## src/rtl/core/wsd_pkg.sv

```systemverilog
// ----------------------------------------------------------------------------
// WebSocket deframer package
// Types and fixed constants of the receive-side frame parser.
// ----------------------------------------------------------------------------
package wsd_pkg;

   // Parser phase, one-hot coded.
   typedef enum logic [5:0] {
      PH_HDR0    = 6'b000001,
      PH_HDR1    = 6'b000010,
      PH_EXTLEN  = 6'b000100,
      PH_KEY     = 6'b001000,
      PH_PAYLOAD = 6'b010000,
      PH_SKIP    = 6'b100000
   } phase_type;

   typedef logic [1:0] status_type;

   localparam status_type STATUS_OK    = 2'd0;
   localparam status_type STATUS_SHORT = 2'd1;
   localparam status_type STATUS_CLOSE = 2'd2;

   localparam logic [3:0] OPCODE_CLOSE = 4'h8;
   localparam logic [6:0] LEN_EXT16    = 7'd126;
   localparam logic [6:0] LEN_EXT64    = 7'd127;
   localparam logic [3:0] EXT16_BYTES  = 4'd2;
   localparam logic [3:0] EXT64_BYTES  = 4'd8;

endpackage

```

## src/rtl/core/websocket_frame_deframer.sv

```systemverilog
// ----------------------------------------------------------------------------
// WebSocket frame deframer
// Parses one received frame per buffer and delivers its unmasked payload.
// ----------------------------------------------------------------------------
//
//  Channel | Direction | Handshake            | Contents
//  --------+-----------+----------------------+-------------------------------
//  req_    | in        | req_valid/req_stall  | one buffer byte, last-byte flag
//  rsp_    | out       | rsp_valid/rsp_stall  | payload byte or end/drop status
//
// One byte is taken in every cycle with req_stall low; the whole per-byte
// update of the parser state (with the 64-bit length count) is done in that
// cycle. A result appears in the output register in the cycle after the
// transfer of the byte that caused it; other bytes leave it untouched.
// req_stall is raised only while a result waits in the output register and
// the receiver stalls; a result that is being taken frees the slot at once.
// Reset is synchronous and active high; it returns the parser to the first
// header byte and empties the output register.
//
module websocket_frame_deframer
   import wsd_pkg::*;
(
   input  logic       clock,
   input  logic       reset,
   input  logic       req_valid,
   output logic       req_stall,
   input  logic [7:0] req_rx_byte,
   input  logic       req_end_of_buffer,
   output logic       rsp_valid,
   input  logic       rsp_stall,
   output logic [7:0] rsp_payload_byte,
   output logic       rsp_has_byte,
   output logic       rsp_frame_end,
   output logic [1:0] rsp_frame_status
);

   // Parser state.
   phase_type   phase_ff, phase_in;
   logic [3:0]  hdr_left_ff, hdr_left_in;
   logic [63:0] remaining_ff, remaining_in;
   logic [31:0] mask_key_ff, mask_key_in;
   logic        mask_present_ff, mask_present_in;
   logic [1:0]  key_pos_ff, key_pos_in;
   logic        close_seen_ff, close_seen_in;

   // Output register.
   logic        rsp_valid_ff, rsp_valid_in;
   logic [7:0]  out_byte_ff, out_byte_in;
   logic        out_has_ff, out_has_in;
   logic        out_end_ff, out_end_in;
   status_type  out_status_ff, out_status_in;

   logic        accept;
   logic        emit;
   logic        ended;
   logic        length_done;
   logic        payload_start;
   logic        complete;
   logic [7:0]  key_byte;

   // The slot is free unless a result sits there and is being held back.
   assign req_stall = rsp_valid_ff & rsp_stall;
   assign accept    = req_valid & ~req_stall;

   // Key byte for the current payload position; zero for unmasked frames.
   assign key_byte  = mask_present_ff ? mask_key_ff[{key_pos_ff, 3'b000} +: 8] : 8'h00;

   always_comb begin
      phase_in        = phase_ff;
      hdr_left_in     = hdr_left_ff;
      remaining_in    = remaining_ff;
      mask_key_in     = mask_key_ff;
      mask_present_in = mask_present_ff;
      key_pos_in      = key_pos_ff;
      close_seen_in   = close_seen_ff;
      emit            = 1'b0;
      ended           = 1'b0;
      length_done     = 1'b0;
      payload_start   = 1'b0;
      complete        = 1'b0;
      out_byte_in     = 8'h00;
      out_has_in      = 1'b0;
      out_end_in      = 1'b0;
      out_status_in   = STATUS_OK;

      unique case (phase_ff)
         PH_HDR1: begin
            // Mask bit and 7-bit length; 126 and 127 announce an extended length.
            mask_present_in = req_rx_byte[7];
            remaining_in    = '0;
            if (req_rx_byte[6:0] == LEN_EXT16) begin
               hdr_left_in = EXT16_BYTES;
               phase_in    = PH_EXTLEN;
            end else if (req_rx_byte[6:0] == LEN_EXT64) begin
               hdr_left_in = EXT64_BYTES;
               phase_in    = PH_EXTLEN;
            end else begin
               remaining_in = {57'd0, req_rx_byte[6:0]};
               length_done  = 1'b1;
            end
         end
         PH_EXTLEN: begin
            // Extended length arrives most significant byte first.
            remaining_in = {remaining_ff[55:0], req_rx_byte};
            hdr_left_in  = 4'(hdr_left_ff - 4'd1);
            length_done  = (hdr_left_ff == 4'd1);
         end
         PH_KEY: begin
            mask_key_in[{key_pos_ff, 3'b000} +: 8] = req_rx_byte;
            key_pos_in    = 2'(key_pos_ff + 2'd1);
            payload_start = (key_pos_ff == 2'd3);
         end
         PH_PAYLOAD: begin
            key_pos_in   = 2'(key_pos_ff + 2'd1);
            remaining_in = 64'(remaining_ff - 64'd1);
            emit         = 1'b1;
            out_byte_in  = req_rx_byte ^ key_byte;
            out_has_in   = 1'b1;
            if (remaining_ff == 64'd1) begin
               out_end_in    = 1'b1;
               ended         = 1'b1;
               phase_in      = PH_SKIP;
               close_seen_in = 1'b0;
            end
         end
         PH_SKIP: begin
            // Bytes after a finished or refused frame are ignored.
         end
         default: begin
            // First header byte: only the opcode matters, FIN is ignored.
            if (!req_end_of_buffer) begin
               if (req_rx_byte[3:0] == OPCODE_CLOSE) begin
                  close_seen_in = 1'b1;
                  phase_in      = PH_SKIP;
               end else begin
                  phase_in = PH_HDR1;
               end
            end
         end
      endcase

      // Length known: either collect the mask key or go straight to payload.
      if (length_done) begin
         if (mask_present_in) begin
            phase_in    = PH_KEY;
            key_pos_in  = 2'd0;
            mask_key_in = '0;
         end else begin
            payload_start = 1'b1;
         end
      end

      // An empty payload finishes the frame with a single completion result.
      if (payload_start) begin
         key_pos_in = 2'd0;
         if (remaining_in == 64'd0) begin
            emit          = 1'b1;
            out_end_in    = 1'b1;
            ended         = 1'b1;
            phase_in      = PH_SKIP;
            close_seen_in = 1'b0;
         end else begin
            phase_in = PH_PAYLOAD;
         end
      end

      // The last byte of a buffer either closes a finished frame silently or
      // replaces whatever it would have given by a drop result; the parser
      // then starts afresh for the next buffer.
      if (req_end_of_buffer) begin
         complete = ended || (phase_in == PH_SKIP && !close_seen_in);
         if (!complete) begin
            emit          = 1'b1;
            out_byte_in   = 8'h00;
            out_has_in    = 1'b0;
            out_end_in    = 1'b1;
            out_status_in = close_seen_in ? STATUS_CLOSE : STATUS_SHORT;
         end
         phase_in        = PH_HDR0;
         hdr_left_in     = '0;
         remaining_in    = '0;
         mask_key_in     = '0;
         mask_present_in = 1'b0;
         key_pos_in      = 2'd0;
         close_seen_in   = 1'b0;
      end
   end

   // Output register: loads on a transfer that gives a result, empties when
   // its result is taken.
   always_comb begin
      if (accept && emit) begin
         rsp_valid_in = 1'b1;
      end else if (!rsp_stall) begin
         rsp_valid_in = 1'b0;
      end else begin
         rsp_valid_in = rsp_valid_ff;
      end
   end

   always_ff @(posedge clock) begin
      if (reset) begin
         phase_ff        <= PH_HDR0;
         hdr_left_ff     <= '0;
         remaining_ff    <= '0;
         mask_key_ff     <= '0;
         mask_present_ff <= 1'b0;
         key_pos_ff      <= 2'd0;
         close_seen_ff   <= 1'b0;
         rsp_valid_ff    <= 1'b0;
      end else begin
         rsp_valid_ff <= rsp_valid_in;
         if (accept) begin
            phase_ff        <= phase_in;
            hdr_left_ff     <= hdr_left_in;
            remaining_ff    <= remaining_in;
            mask_key_ff     <= mask_key_in;
            mask_present_ff <= mask_present_in;
            key_pos_ff      <= key_pos_in;
            close_seen_ff   <= close_seen_in;
         end
      end
   end

   always_ff @(posedge clock) begin
      if (accept && emit) begin
         out_byte_ff   <= out_byte_in;
         out_has_ff    <= out_has_in;
         out_end_ff    <= out_end_in;
         out_status_ff <= out_status_in;
      end
   end

   assign rsp_valid        = rsp_valid_ff;
   assign rsp_payload_byte = out_byte_ff;
   assign rsp_has_byte     = out_has_ff;
   assign rsp_frame_end    = out_end_ff;
   assign rsp_frame_status = out_status_ff;

`ifndef SYNTHESIS
   // The last byte of a buffer always returns the parser to its start.
   a_eob_restart: assert property (@(posedge clock) disable iff (reset)
      accept && req_end_of_buffer |=> phase_ff == PH_HDR0)
      else $error("parser not restarted after last byte of buffer");

   // While payload is being delivered at least one byte is still due.
   a_payload_count: assert property (@(posedge clock) disable iff (reset)
      phase_ff == PH_PAYLOAD |-> remaining_ff != 64'd0)
      else $error("payload phase with zero bytes remaining");

   // A result without a payload byte is always the end of a frame or buffer.
   a_empty_is_end: assert property (@(posedge clock) disable iff (reset)
      rsp_valid_ff && !out_has_ff |-> out_end_ff)
      else $error("empty result that does not end the frame");

   // Payload bytes always carry an ok status.
   a_byte_status: assert property (@(posedge clock) disable iff (reset)
      rsp_valid_ff && out_has_ff |-> out_status_ff == STATUS_OK)
      else $error("payload byte with drop status");
`endif

endmodule

```

## config.mk

```make
export PLATFORM = sky130hd
export DESIGN_NAME = websocket_frame_deframer
export DESIGN_NICKNAME = d
export VERILOG_FILES = /design/src/rtl/core/wsd_pkg.sv /design/src/rtl/core/websocket_frame_deframer.sv
export SDC_FILE = /design/constraint.sdc
export NUM_CORES = 1
export LEC_CHECK = 0
export BUFFER_PORTS_ARGS = -buffer_cell sky130_fd_sc_hd__buf_2
export CAP_MARGIN = 40
export CELL_PAD_IN_SITES_DETAIL_PLACEMENT = 0
export CELL_PAD_IN_SITES_GLOBAL_PLACEMENT = 2
export CORE_MARGIN = 8
export CORE_UTILIZATION = 29
export CTS_CLUSTER_DIAMETER = 80
export DETAILED_ROUTE_END_ITERATION = 8
export GPL_ROUTABILITY_DRIVEN = 0
export HOLD_SLACK_MARGIN = 0.1
export PLACE_DENSITY = 0.7
export SLEW_MARGIN = 25
export SYNTH_ARGS = -nofsm -noshare
export SYNTH_HDL_FRONTEND = slang
export SYNTH_SLANG_ARGS = --single-unit
```

## constraint.sdc

```tcl
create_clock -name clock -period 6.5 [get_ports clock]
set_input_delay 0.65 -clock clock [delete_from_list [all_inputs] [get_ports clock]]
set_output_delay 0.65 -clock clock [all_outputs]
set_load 0.005 [all_outputs]
```

=== Word-level counts from Yosys, hierarchy flattened ===
Index checks and enable logic that the tools add are counted.
Widths: inputs -> output; s select.

* Add/subtract/negate cells: 4
* Equality and inequality tests: 14
* Shifts and indexed selects: 3
* Muxes and demuxes: 64
* Bitwise gates (word level): 5
* Reduce and logical (&&, ||, !) cells: 11

{| class="wikitable"
|+ Operators with widths
! operator !! number
|-
| $pmux 64 s3 || 1
|-
| $mux 32 || 4
|-
| $eq 64x1->1 const B || 1
|-
| $logic_not 64->1 || 1
|-
| $mux 64 || 1
|-
| $sub 64x1->64 const B || 1
|-
| $mux 6 || 10
|-
| $bwmux 32 || 1
|-
| $mux 8 || 4
|-
| $shift 8x7->32 const A || 1
|-
| $shiftx 32x6->8 || 1
|-
| $shiftx 8x7->32 || 1
|-
| $mux 1 || 28
|-
| $pmux 6 s3 || 1
|-
| $eq 7x7->1 const B || 2
|-
| $mux 7 || 2
|-
| $eq 6x6->1 const B || 2
|-
| $mux 2 || 6
|-
| $mux 4 || 3
|-
| $pmux 4 s2 || 1
|-
| $xor 8x8->8 || 1
|-
| $neg 5->7 || 1
|-
| $eq 6x2->1 const B || 1
|-
| $eq 6x3->1 const B || 1
|-
| 20 further kinds || 25
|}

* Bits in registers: 123
* Input bits: 13
* Output and inout bits: 14
* Word-level logic and storage cells: 113

=== Longest topological paths before layout ===
* Depth after elaboration: 14
* Mapped depth: 14
* Gate-level depth less buffers: 12

=== Worst setup path after synthesis ===
Ideal clock, no wire load.

* Path kind: reg2reg
* From: register remaining_ff[1]
* To: register out_end_ff (netlist: rsp_frame_end), enable pin
* Setup time: 385 ps
* Arrival: 3,916 ps
* Data required time: 6,115 ps
* Setup slack: 2,199 ps
* Stages on the path, launching flop included: 14
* Path buffers: 1
* Clock period less this slack: 4,301 ps
* Cells stage by stage: dfxtp_1 buf_6 inv_1 ha_1 nor3b_1 nand2_1 or4_1 o311a_1 a211oi_2 nand3b_1 or4_1 nor4_1 nand4_1 a21oi_1

* Word-level cells in the longest chain between the ends: 12
* Elaborated cells between the ends (all ways): 27
* Those cells by class: add/sub (1); eq/ne (2); mux (19); reduce/logical (5)

{| class="wikitable"
|+ Ends and longest elaborated chain
! what !! line !! RTL
|-
| start: declaration || websocket_frame_deframer.sv:40 || <nowiki>logic [63:0] remaining_ff, remaining_in;</nowiki>
|-
| start signal: assignment || websocket_frame_deframer.sv:216 || <nowiki>remaining_ff <= remaining_in;</nowiki>
|-
| parallel branches: the longest is 10 deep, another holds $sub 64x1->64 || - ||
|-
| $mux 1 (*) || websocket_frame_deframer.sv:170 || <nowiki>if (req_end_of_buffer) begin</nowiki>
|-
| $logic_and 1x1->1 (*) || websocket_frame_deframer.sv:226 || <nowiki>if (accept && emit) begin</nowiki>
|-
| end signal: assignment || websocket_frame_deframer.sv:229 || <nowiki>out_end_ff <= out_end_in;</nowiki>
|-
| end: declaration || websocket_frame_deframer.sv:50 || <nowiki>logic out_end_ff, out_end_in;</nowiki>
|}

Every way passes the cells marked *.
A chain may end at the register's enable or synchronous reset.

=== Worst setup path after layout ===
* From: register remaining_ff[14]
* To: register out_byte_ff[7] (netlist: rsp_payload_byte[7]), enable pin

* Word-level cells in the longest chain between the ends: 12
* Elaborated cells between the ends (all ways): 27
* Those cells by class: add/sub (1); eq/ne (2); mux (19); reduce/logical (5)

{| class="wikitable"
|+ Ends and longest elaborated chain
! what !! line !! RTL
|-
| parallel branches: the longest is 10 deep, another holds $sub 64x1->64 || - ||
|-
| $mux 1 (*) || websocket_frame_deframer.sv:170 ||
|-
| $logic_and 1x1->1 (*) || websocket_frame_deframer.sv:226 ||
|-
| end signal: assignment || websocket_frame_deframer.sv:227 || <nowiki>out_byte_ff <= out_byte_in;</nowiki>
|-
| end: declaration || websocket_frame_deframer.sv:48 || <nowiki>logic [7:0] out_byte_ff, out_byte_in;</nowiki>
|}

Marks and branches as above.

==> flow_summary.json <==
{
  "crit_cells": 11,
  "period_minus_slack_ns": 4.922,
  "postCtsHoldBufs": 0,
  "detail_route.drc_violations": 0,
  "grt_first_pass_wirelength_mm": 56.67,
  "worst_skew_pair.late_latency_ns": 0.44,
  "critPathArrivalTime_ns": 5.05,
  "worst_hold_path.endpoint": "mask_key_ff[19]",
  "postLayoutCoreUtil_pct": 32.77,
  "hold_fails_final_rpt": 0,
  "setup.reg_to_reg.worst_slack_ns": 1.58,
  "synth.ff_latch_count": 123,
  "n_antenna_cell": 0,
  "timing.final.max_slew_violations": 0,
  "final_nets": 1154,
  "timing.rr.start": "remaining_ff[14]",
  "rows": 63,
  "setup_tns_ns": 0,
  "pwr_dens_nw_per_um2": 193.8,
  "antenna_found_initial": 0,
  "cts_made_buffers": 17,
  "final_setup_violation_count": 0,
  "yosysSeqAreaShare_pct": 30.07,
  "wl_per_cell_um": 24.16,
  "hold_path.startpoint": "mask_key_ff[19]",
  "floorplan.die_area_um2": 35380,
  "finClkSkew_ns": 0.01425,
  "worst_slew_margin_rel_pct": 37.63,
  "cp.required_ns": 6.63,
  "rr_endpoint": "rsp_payload_byte[7]",
  "hold_depth": 2,
  "drive_above_1_share_pct": 10.66,
  "postCtsResizedCells": 0,
  "grt.overflow.total": 0,
  "design.portCount": 27,
  "max_freq_mhz": 203.2,
  "count_of_flip_flops_with_a_built_in_enable_after_synthesis": 12,
  "path_class": "reg2reg",
  "synth_warnings": 0,
  "cap_viol_max_count": 0,
  "first_global_vias": 8895,
  "number_of_vias_after_detailed_routing": 9377,
  "synthesis.area_per_instance_um2": 7.378,
  "vertical_die_dimension_um": 188.1,
  "hpwlAfterDp_mm": 25.59,
  "timing.critical_path.from_type": "flip-flop",
  "rsz0062_at_grt": "no",
  "hold_path_class": "reg2reg",
  "worst-slew-pin-transition_ns": 0.9270,
  "p_leak_nw": 3.704,
  "htree_levels": 4,
  "final.hold.worst_slack_ns": 0.4503,
  "drtIter0Drc": 1116,
  "worst_setup_hold_path_clk_slew_ns": 0.07,
  "cts.root.buffer_cell": "sky130_fd_sc_hd__clkbuf_16",
  "vdd_drop_max_mv": 0.1407,
  "cts_post_setup_buffers_inserted": 0,
  "max_stage_delay_ns": 0.79,
  "cts-root-to-sink-buffers": 2,
  "clock_tree_from_tritoncts": "yes",
  "layout_worst_path_cycle_share_pct": 75.72,
  "timing.critical_path.cells": "nor4_1, nand3_1, or4_1, o311a_1, a211oi_2, nand3b_1, or4_1, nor4_1, nand4_1, a21oi_1, buf_4",
  "dp_worst_setup_slack_ns": 1.657,
  "syn_area_um2": 8588,
  "worstPathMaxFanout": 12,
  "synth_top_flop_cell": "sky130_fd_sc_hd__dfxtp_1",
  "ys_types": 81,
  "timing.final.ws_setup_ns": 1.578,
  "outcome": "finished clean",
  "postSynthNetCount": 1186,
  "synthArstFlopShare_pct": 0,
  "starting_density_of_the_core_pct": 29.21,
  "cpLargestDelayFamily": "simple AND/OR/NAND/NOR gates",
  "timing.critical_path.slowest_stage_cell": "sky130_fd_sc_hd__nor4_1",
  "synthesis.instances": 1164,
  "drt.antenna.violating_nets": 0,
  "dr.pass1.iters": 5,
  "gr-usage-all-layers_pct": 20.49,
  "overall_die_width_um": 188.1,
  "design.core.area_um2": 29400,
  "routed_wl_mm": 37.09,
  "clock-sinks": 123,
  "grt_max_degree": 55,
  "port_buffers": 26,
  "depth_of_the_worst_register_to_register_path": 11,
  "endpoint_kind": "flip-flop",
  "drt-vias-per-instance": 6.109,
  "cp_num_buf_inv": 1,
  "area.growth.synth_to_final_pct": 12.18
}
## metrics by stage
stage	cells	total power, W	instance area, µm²
after global placement	1493	0.0009172	8949
after global routing	1535	0.001932	9634
final	1535	0.001867	9634
after CTS	1531	0.001887	9608
after floorplan	1164	0.0008690	8588
after detailed placement	1499	0.0009210	9040
## worst max path at each step
stage / slack (ns) / end / from
2_1_floorplan: 2.20 / rsp_frame_end / remaining_ff[1]
3_3_place_gp: 1.70 / rsp_payload_byte[3] / remaining_ff[14]
3_5_place_dp: 1.66 / rsp_payload_byte[4] / remaining_ff[14]
4_1_cts: 1.65 / rsp_payload_byte[7] / remaining_ff[14]
5_1_grt: 1.31 / rsp_frame_status[1] / remaining_ff[14]
6_report: 1.58 / rsp_payload_byte[7] / remaining_ff[14]
## synth_stat cells (14+ instances only)
cell / number / area, µm²
sky130_fd_sc_hd__nor3_1: 42 / 210.2
sky130_fd_sc_hd__xor2_1: 14 / 122.6
sky130_fd_sc_hd__or3_1: 18 / 112.6
sky130_fd_sc_hd__a22oi_1: 55 / 412.9
sky130_fd_sc_hd__nand3_1: 71 / 355.3
sky130_fd_sc_hd__nor4_1: 47 / 294.0
sky130_fd_sc_hd__nand4_1: 25 / 156.4
sky130_fd_sc_hd__nor2_1: 162 / 608.1
sky130_fd_sc_hd__clkbuf_1: 90 / 337.8
sky130_fd_sc_hd__or4_1: 24 / 180.2
sky130_fd_sc_hd__dfxtp_1: 111 / 2222
sky130_fd_sc_hd__nand2_1: 101 / 379.1
sky130_fd_sc_hd__inv_1: 17 / 63.81
sky130_fd_sc_hd__o21ai_0: 41 / 205.2
sky130_fd_sc_hd__a21oi_1: 101 / 505.5
## worst min-delay path, cell delays in order, from the launching register on
cell and delay, ns:
sky130_fd_sc_hd__dfxtp_1 0.31, sky130_fd_sc_hd__nand2_1 0.05, sky130_fd_sc_hd__a21oi_1 0.05
## layer usage
layer	share of wire (%)	GRT usage (%)	vias up	routed length [µm]
li1	-	-	4321	-
met1	46	28.53	4645	17040
met2	46	31.53	364	16940
met3	6.3	3.455	47	2340
met4	2.1	6.788	0	769
met5	0	0	-	0
## registers in the layout (all words and copies together) (netlist names)
signal	cells
close_seen_ff	1
hdr_left_ff	4
key_pos_ff	2
mask_key_ff	32
mask_present_ff	1
phase_ff	6
remaining_ff	64
rsp_frame_end	1
rsp_frame_status	2
rsp_has_byte	1
rsp_payload_byte	8
rsp_valid	1
## layout make-up
| type | count | area (µm²) |
|---|---|---|
| Fill cell | 3185 | 19770 |
| Multi-Input combinational cell | 918 | 5564 |
| Sequential cell | 123 | 2582 |
| Tap cell | 390 | 488.0 |
| Clock buffer | 17 | 425.4 |
| Timing Repair Buffer | 54 | 364.1 |
| Clock inverter | 15 | 142.6 |
| Inverter | 18 | 67.56 |
## cells in the final DEF, fill, tap and decap left out, drive strengths merged, types with 28 or more instances in the layout
master,count
a21oi,101
nor3,43
buf,52
inv,28
nor4,52
nand2,101
nor2,162
dfxtp,111
a22oi,55
o21ai,44
nand3,72
## cells by family (layout without fill, tap and decap cells)
| family | Yosys count | in the layout | synth area share [%] |
|---|---|---|---|
| compound gates | 304 | 304 | 23.54 |
| buf+inv | 123 | 104 | 5.652 |
| flops | 123 | 123 | 30.07 |
| simple gates | 565 | 565 | 33.92 |
| mux | 17 | 17 | 3.161 |
| xor+xnor | 23 | 23 | 2.346 |
| fa+ha+maj | 9 | 9 | 1.311 |
## power by group
part	switching, W	internal [W]
Combinational	0.0000928	0.0000371
Clock	0.000453	0.000510
Sequential	0.00000487	0.000770
Total	0.000551	0.00132
No activity file was read; power rests on OpenSTA's default activity.
